### src/hdl/lesf_pkg.sv
// Shared constants and types for the largest empty square finder.
`default_nettype none
package lesf_pkg;

    localparam int MAX_COLS = 1024;
    localparam int MAX_ROWS = 1024;

    localparam int COL_W   = $clog2(MAX_COLS);
    localparam int ROW_W   = $clog2(MAX_ROWS);
    localparam int LEN_W   = 11;
    localparam int SCORE_W = 11;
    localparam int SYM_W   = 8;
    localparam int CFG_IDX_W  = 2;
    localparam int CFG_DATA_W = 11;

    typedef enum logic [CFG_IDX_W-1:0] {
        CFG_OBSTACLE   = 2'd0,
        CFG_ROW_LENGTH = 2'd1,
        CFG_ROW_COUNT  = 2'd2
    } t_cfg_idx;

    typedef struct packed {
        logic [SCORE_W-1:0] size;
        logic [ROW_W-1:0]   row;
        logic [COL_W-1:0]   col;
    } t_result;

    function automatic logic [LEN_W-1:0] clamp_len(input logic [LEN_W-1:0] v,
                                                   input logic [LEN_W-1:0] hi);
        logic [LEN_W-1:0] r;
        if (v == '0) begin
            r = LEN_W'(1);
        end else if (v > hi) begin
            r = hi;
        end else begin
            r = v;
        end
        return r;
    endfunction

endpackage
`default_nettype wire

### src/hdl/lesf_out_q.sv
// Two-entry result queue that decouples the score pipeline from the output stall.
`default_nettype none
module lesf_out_q (
    input  wire logic              i_clk,
    input  wire logic              i_rst_n,
    input  wire logic              i_push,
    input  wire lesf_pkg::t_result i_data,
    input  wire logic              i_stall,
    output logic                   o_valid,
    output lesf_pkg::t_result      o_data,
    output logic [1:0]             o_count
);
    import lesf_pkg::*;

    logic [1:0] r_cnt, n_cnt;
    t_result    r_q0, n_q0;
    t_result    r_q1, n_q1;
    logic       pop;

    assign pop = (r_cnt != 2'd0) && !i_stall;

    always_comb begin
        n_cnt = r_cnt;
        n_q0  = r_q0;
        n_q1  = r_q1;
        if (pop && i_push) begin
            if (r_cnt == 2'd1) begin
                n_q0 = i_data;
            end else begin
                n_q0 = r_q1;
                n_q1 = i_data;
            end
        end else if (pop) begin
            n_q0  = r_q1;
            n_cnt = r_cnt - 2'd1;
        end else if (i_push) begin
            if (r_cnt == 2'd0) begin
                n_q0 = i_data;
            end else begin
                n_q1 = i_data;
            end
            n_cnt = r_cnt + 2'd1;
        end
    end

    always_ff @(posedge i_clk) begin
        if (!i_rst_n) begin
            r_cnt <= 2'd0;
        end else begin
            r_cnt <= n_cnt;
        end
        r_q0 <= n_q0;
        r_q1 <= n_q1;
    end

    assign o_valid = (r_cnt != 2'd0);
    assign o_data  = r_q0;
    assign o_count = r_cnt;

    a_no_overflow: assert property (@(posedge i_clk) disable iff (!i_rst_n)
        (i_push && r_cnt == 2'd2) |-> pop)
        else $error("result queue overflow");

    a_cnt_range: assert property (@(posedge i_clk) disable iff (!i_rst_n)
        r_cnt != 2'd3)
        else $error("result queue count out of range");

    a_hold_head: assert property (@(posedge i_clk) disable iff (!i_rst_n)
        (o_valid && i_stall) |=> (o_valid && $stable(o_data)))
        else $error("stalled result changed");

endmodule
`default_nettype wire

### config.mk
export PLATFORM = sky130hd
export DESIGN_NAME = lesf_out_q
export DESIGN_NICKNAME = d
export VERILOG_FILES = /design/src/hdl/lesf_pkg.sv /design/src/hdl/lesf_out_q.sv
export SDC_FILE = /design/constraint.sdc
export NUM_CORES = 1
export LEC_CHECK = 0
export BUFFER_PORTS_ARGS = -buffer_cell sky130_fd_sc_hd__buf_2
export CAP_MARGIN = 10
export CORE_AREA = 4 4 89 91
export CTS_CLUSTER_DIAMETER = 50
export DETAILED_ROUTE_END_ITERATION = 8
export DIE_AREA = 0 0 93 95
export PLACE_DENSITY = 0.67
export RECOVER_POWER = 100
export SLEW_MARGIN = 20
export SYNTH_ARGS = -nofsm -noshare
export SYNTH_HDL_FRONTEND = slang
export SYNTH_SLANG_ARGS = --single-unit
### constraint.sdc
create_clock -name i_clk -period 3.2 [get_ports i_clk]
set_input_delay 0.64 -clock i_clk [delete_from_list [all_inputs] [get_ports i_clk]]
set_output_delay 0.64 -clock i_clk [all_outputs]
set_load 0.1 [all_outputs]
Yosys cells after proc, flatten, opt, wreduce, memory -nomap -nowiden. Cells that the tools add are included. W data, S select, Z words.

Flip-flop bits (word level): 64. Output and inout bits: 34.

Add/subtract/negate cells: 2. Equal/unequal tests: 4. Muxes and demuxes: 12. Bitwise gates (word level): 1. Reduce and logical (&&, ||, !) cells: 12.

Operator list (count): $mux W31 (10); $reduce_bool A2 Y1 (3); $reduce_bool A3 Y1 (2); $mux W2 (2); $ne A2 B2 Y1 const B (2); $reduce_and A2 Y1 (2); $reduce_and A4 Y1 (1); $add A2 B1 Y2 const B (1); $eq A2 B1 Y1 const B (1); $logic_and A1 B1 Y1 (2); $logic_not A2 Y1 (1); $ne A2 B1 Y1 const B (1); $sub A2 B1 Y2 const B (1); $logic_not A1 Y1 (1); $not A1 Y1 (1).

Logic depth before layout (Yosys ltp).
Depth after elaboration: 5. Gate-level depth with buffers: 8.

Worst setup path before layout. Ideal clock, no wire load.

Kind: register to register. Start: register r_cnt[0] (netlist: o_count[0]). End: register r_q1[0] in the netlist's numbering, enable pin. Library setup time: 0.419 ns. Arrival time: 3.364 ns. Required time: 2.781 ns. Path slack: -0.583 ns. Cell stages (with the launch flop): 8. Buffers on the path: 0. Cells stage by stage: dfxtp_1 inv_1 ha_1 nor2_1 ha_1 and2b_1 a21oi_1 nor2_1.

Word-level cells in the longest chain between the ends: 5. Elaborated cells on any way between the ends: 10. Those cells by class: eq/ne: 4; reduce/logical: 6.

RTL lines: start, declared (RTL line lesf_out_q.sv:15) `logic [1:0] r_cnt, n_cnt;`; start signal, assigned (RTL line lesf_out_q.sv:50) `r_cnt <= n_cnt;`; $reduce_bool A2 Y1 (RTL line lesf_out_q.sv:20) `assign pop = (r_cnt != 2'd0) && !i_stall;`; $logic_and A1 B1 Y1 (RTL line lesf_out_q.sv:20); $logic_and A1 B1 Y1 (RTL line lesf_out_q.sv:26) `if (pop && i_push) begin`; $ne A2 B2 Y1 (no source line), or another cell as far along; $reduce_and A4 Y1 (no source line) *; end signal, assigned (RTL line lesf_out_q.sv:53) `r_q1 <= n_q1;`; end, declared (RTL line lesf_out_q.sv:17) `t_result r_q1, n_q1;`.

Mark *: on every way between the ends. The rest lies on a longest branch, timed or not. A chain may end at the register's enable or synchronous reset.

Final worst setup path.
Start: register r_cnt[0] (netlist: o_count[0]). End: register r_q1[15] in the netlist's numbering, enable pin.

The elaborated chain is that of the path after synthesis.

==> impl_metrics.json <==
{
  "status": "finished clean",
  "synth_area_leaders": "edfxtp_1, mux2_2, ha_1",
  "startpoint_type": "register",
  "grt_use_total_pct": 10.3,
  "n_antenna_cell": 0,
  "hold_viol": 0,
  "async_flop_share_pct": 0,
  "grt_setup_unrepaired": "false",
  "clkSinkCount": 64,
  "firstDrtPassIters": 4,
  "ctsHoldBuffers": 0,
  "pre_cts_ws_ps": 574,
  "worst_pin_slew_ps": 1270,
  "vias": 1302,
  "setup_ws_ps": 535,
  "drive_above_1_share_pct": 31.0,
  "multi_input_area_um2": 484,
  "routedWlPerCell_um": 14.6,
  "min_period_ps": 2670,
  "synth_cells": 120,
  "grt_overflow": 0,
  "grt_pass1_vias": 1312,
  "max_freq_ghz": 0.375,
  "required_ps": 3230,
  "clock_latency_ps": 330,
  "synth.yosys.warnings": 0,
  "vias_per_cell": 4.31,
  "drc": 0,
  "start_util_pct": 34.2,
  "numCtsBuffers": 9,
  "drv_slew": 0,
  "endpoint_kind": "register",
  "synth-main-ff-cell": "edfxtp_1",
  "grt_max_degree": 32,
  "ys_ff_latch": 64,
  "portBuffers": 68,
  "setup_tns_ps": 0,
  "synth_most_common_cell": "edfxtp_1",
  "clockBufferDepth": 2,
  "ys_types": 16,
  "fill_cells": 705,
  "synth_area_per_cell_um2": 20.4,
  "cp_max_fo": 24,
  "io_pins": 69,
  "drt_first_iter_violations": 56,
  "nets": 237,
  "die_h_um": 95,
  "grt_pass1_wl_um": 6670,
  "finalCritPeriodShare_pct": 83.3,
  "synth.cell_area_um2": 2440,
  "register_area_um2": 1900,
  "finalClockSkew_ps": 7.20,
  "ctsHtreeMaxLevel": 3,
  "synth.top_cell.area_share_pct": 76.2,
  "die_w_um": 93,
  "antenna_found_initial": 0,
  "ant_nets": 0,
  "wl_um": 4400,
  "hold_path_class": "in -> reg",
  "seq_area_frac_synth_pct": 77.8,
  "cts_tree": "yes",
  "relSlewSlack_pct": 15.2,
  "synthesis.nets": 159,
  "synth_edf_count": 62,
  "cts_setup_buffers": 0,
  "setup_viol": 0,
  "yosysTopAreaCell": "edfxtp_1",
  "synth_common_cells": "edfxtp_1, mux2_2, inv_1",
  "dp_hpwl_um": 3030,
  "cts_root_buf": "clkbuf_8",
  "cp_data_arrival_time_ps": 2690,
  "rows": 31,
  "r2r_cells": 8,
  "critPathKind": "reg -> reg",
  "syn2layout_area_growth_pct": 26.2,
  "coreArea_um2": 7140,
  "gp_congestion": 0.690,
  "drv_cap": 0,
  "dieArea_um2": 8840,
  "clk_pin_slew_ps": 80,
  "cts-resized-gates": 0,
  "worstHoldPathCells": 1
}
-- registers in the layout, indices dropped and copies added, names as in the netlist --
| signal | cells |
|---|---|
| o_count | 2 |
| o_data | 31 |
| r_q1 | 31 |
-- stage by stage --
stage	std cells	hold slack [ps]	area (um2)	util, %
after global placement	286	527	2930	41.0
after floorplan	120	525	2450	-
final	302	497	3080	43.2
after CTS	302	475	3170	44.4
after detailed placement	286	534	2930	41.0
after global routing	302	463	3080	43.2
-- worst max-delay path: stages (launching register included) --
cell,delay [ps]
dfxtp_1,380
inv_1,60
ha_1,250
nor2_1,270
ha_1,260
and2b_1,200
a21oi_1,60
nor2_1,610
buf_12,270
-- layout by cell type (no fill, tap or decap) --
cell type and count:
clkinv_2 1, buf_12 2, bufinv_16 3, nor2_4 1
a21oi_1 2, xnor2_1 2, mux2_4 1, dfxtp_1 2
inv_1 5, nor2_1 3, clkbuf_1 54, a21o_1 1
nor3_1 1, and2b_1 1, buf_2 14, edfxtp_1 62
mux2_1 1, mux2_2 29, inv_6 1, ha_1 4
clkbuf_8 9, clkinvlp_4 2, and2_0 1, o21ai_0 1
-- layer usage --
metal / routed length (um) / vias up / part of all wire (%) / GRT usage, %
met2: 2120 / 45 / 48 / 16.3
met3: 349 / 6 / 7.9 / 5.02
met1: 1880 / 638 / 43 / 12.0
li1: - / 613 / - / -
met4: 52 / 0 / 1.2 / 4.40
met5: 0 / - / 0 / 0
-- worst paths after layout --
path | to | from | slack (ps)
min | r_q1[17]$_DFFE_PP_ | i_data[17] | 500
max | r_q1[15]$_DFFE_PP_ | o_count[0]$_SDFFE_PN0P_ | 530
min reg2reg | o_data[20]$_DFFE_PP_ | r_q1[20]$_DFFE_PP_ | 550
max reg2reg | r_q1[15]$_DFFE_PP_ | o_count[0]$_SDFFE_PN0P_ | 530
-- cell families after synthesis --
group | after synthesis | synth area share [%]
compound gates | 4 | 0.973
xor+xnor | 2 | 0.717
fa+ha+maj | 4 | 2.05
buf+inv | 8 | 2.15
flops | 64 | 77.8
mux | 31 | 14.6
simple gates | 7 | 1.69
-- layout make-up --
cell class	instances	area share, %
clock inverter	7	3.85
timing repair buffer	70	10.1
sequential	64	61.7
multi-input combinational	48	15.7
tap	99	4.02
clock buffer	9	4.02
inverter	5	0.609
Power is left out: the tool's default activity adds up to more than one toggle a clock period on the data nets, which glitch-free logic cannot reach.
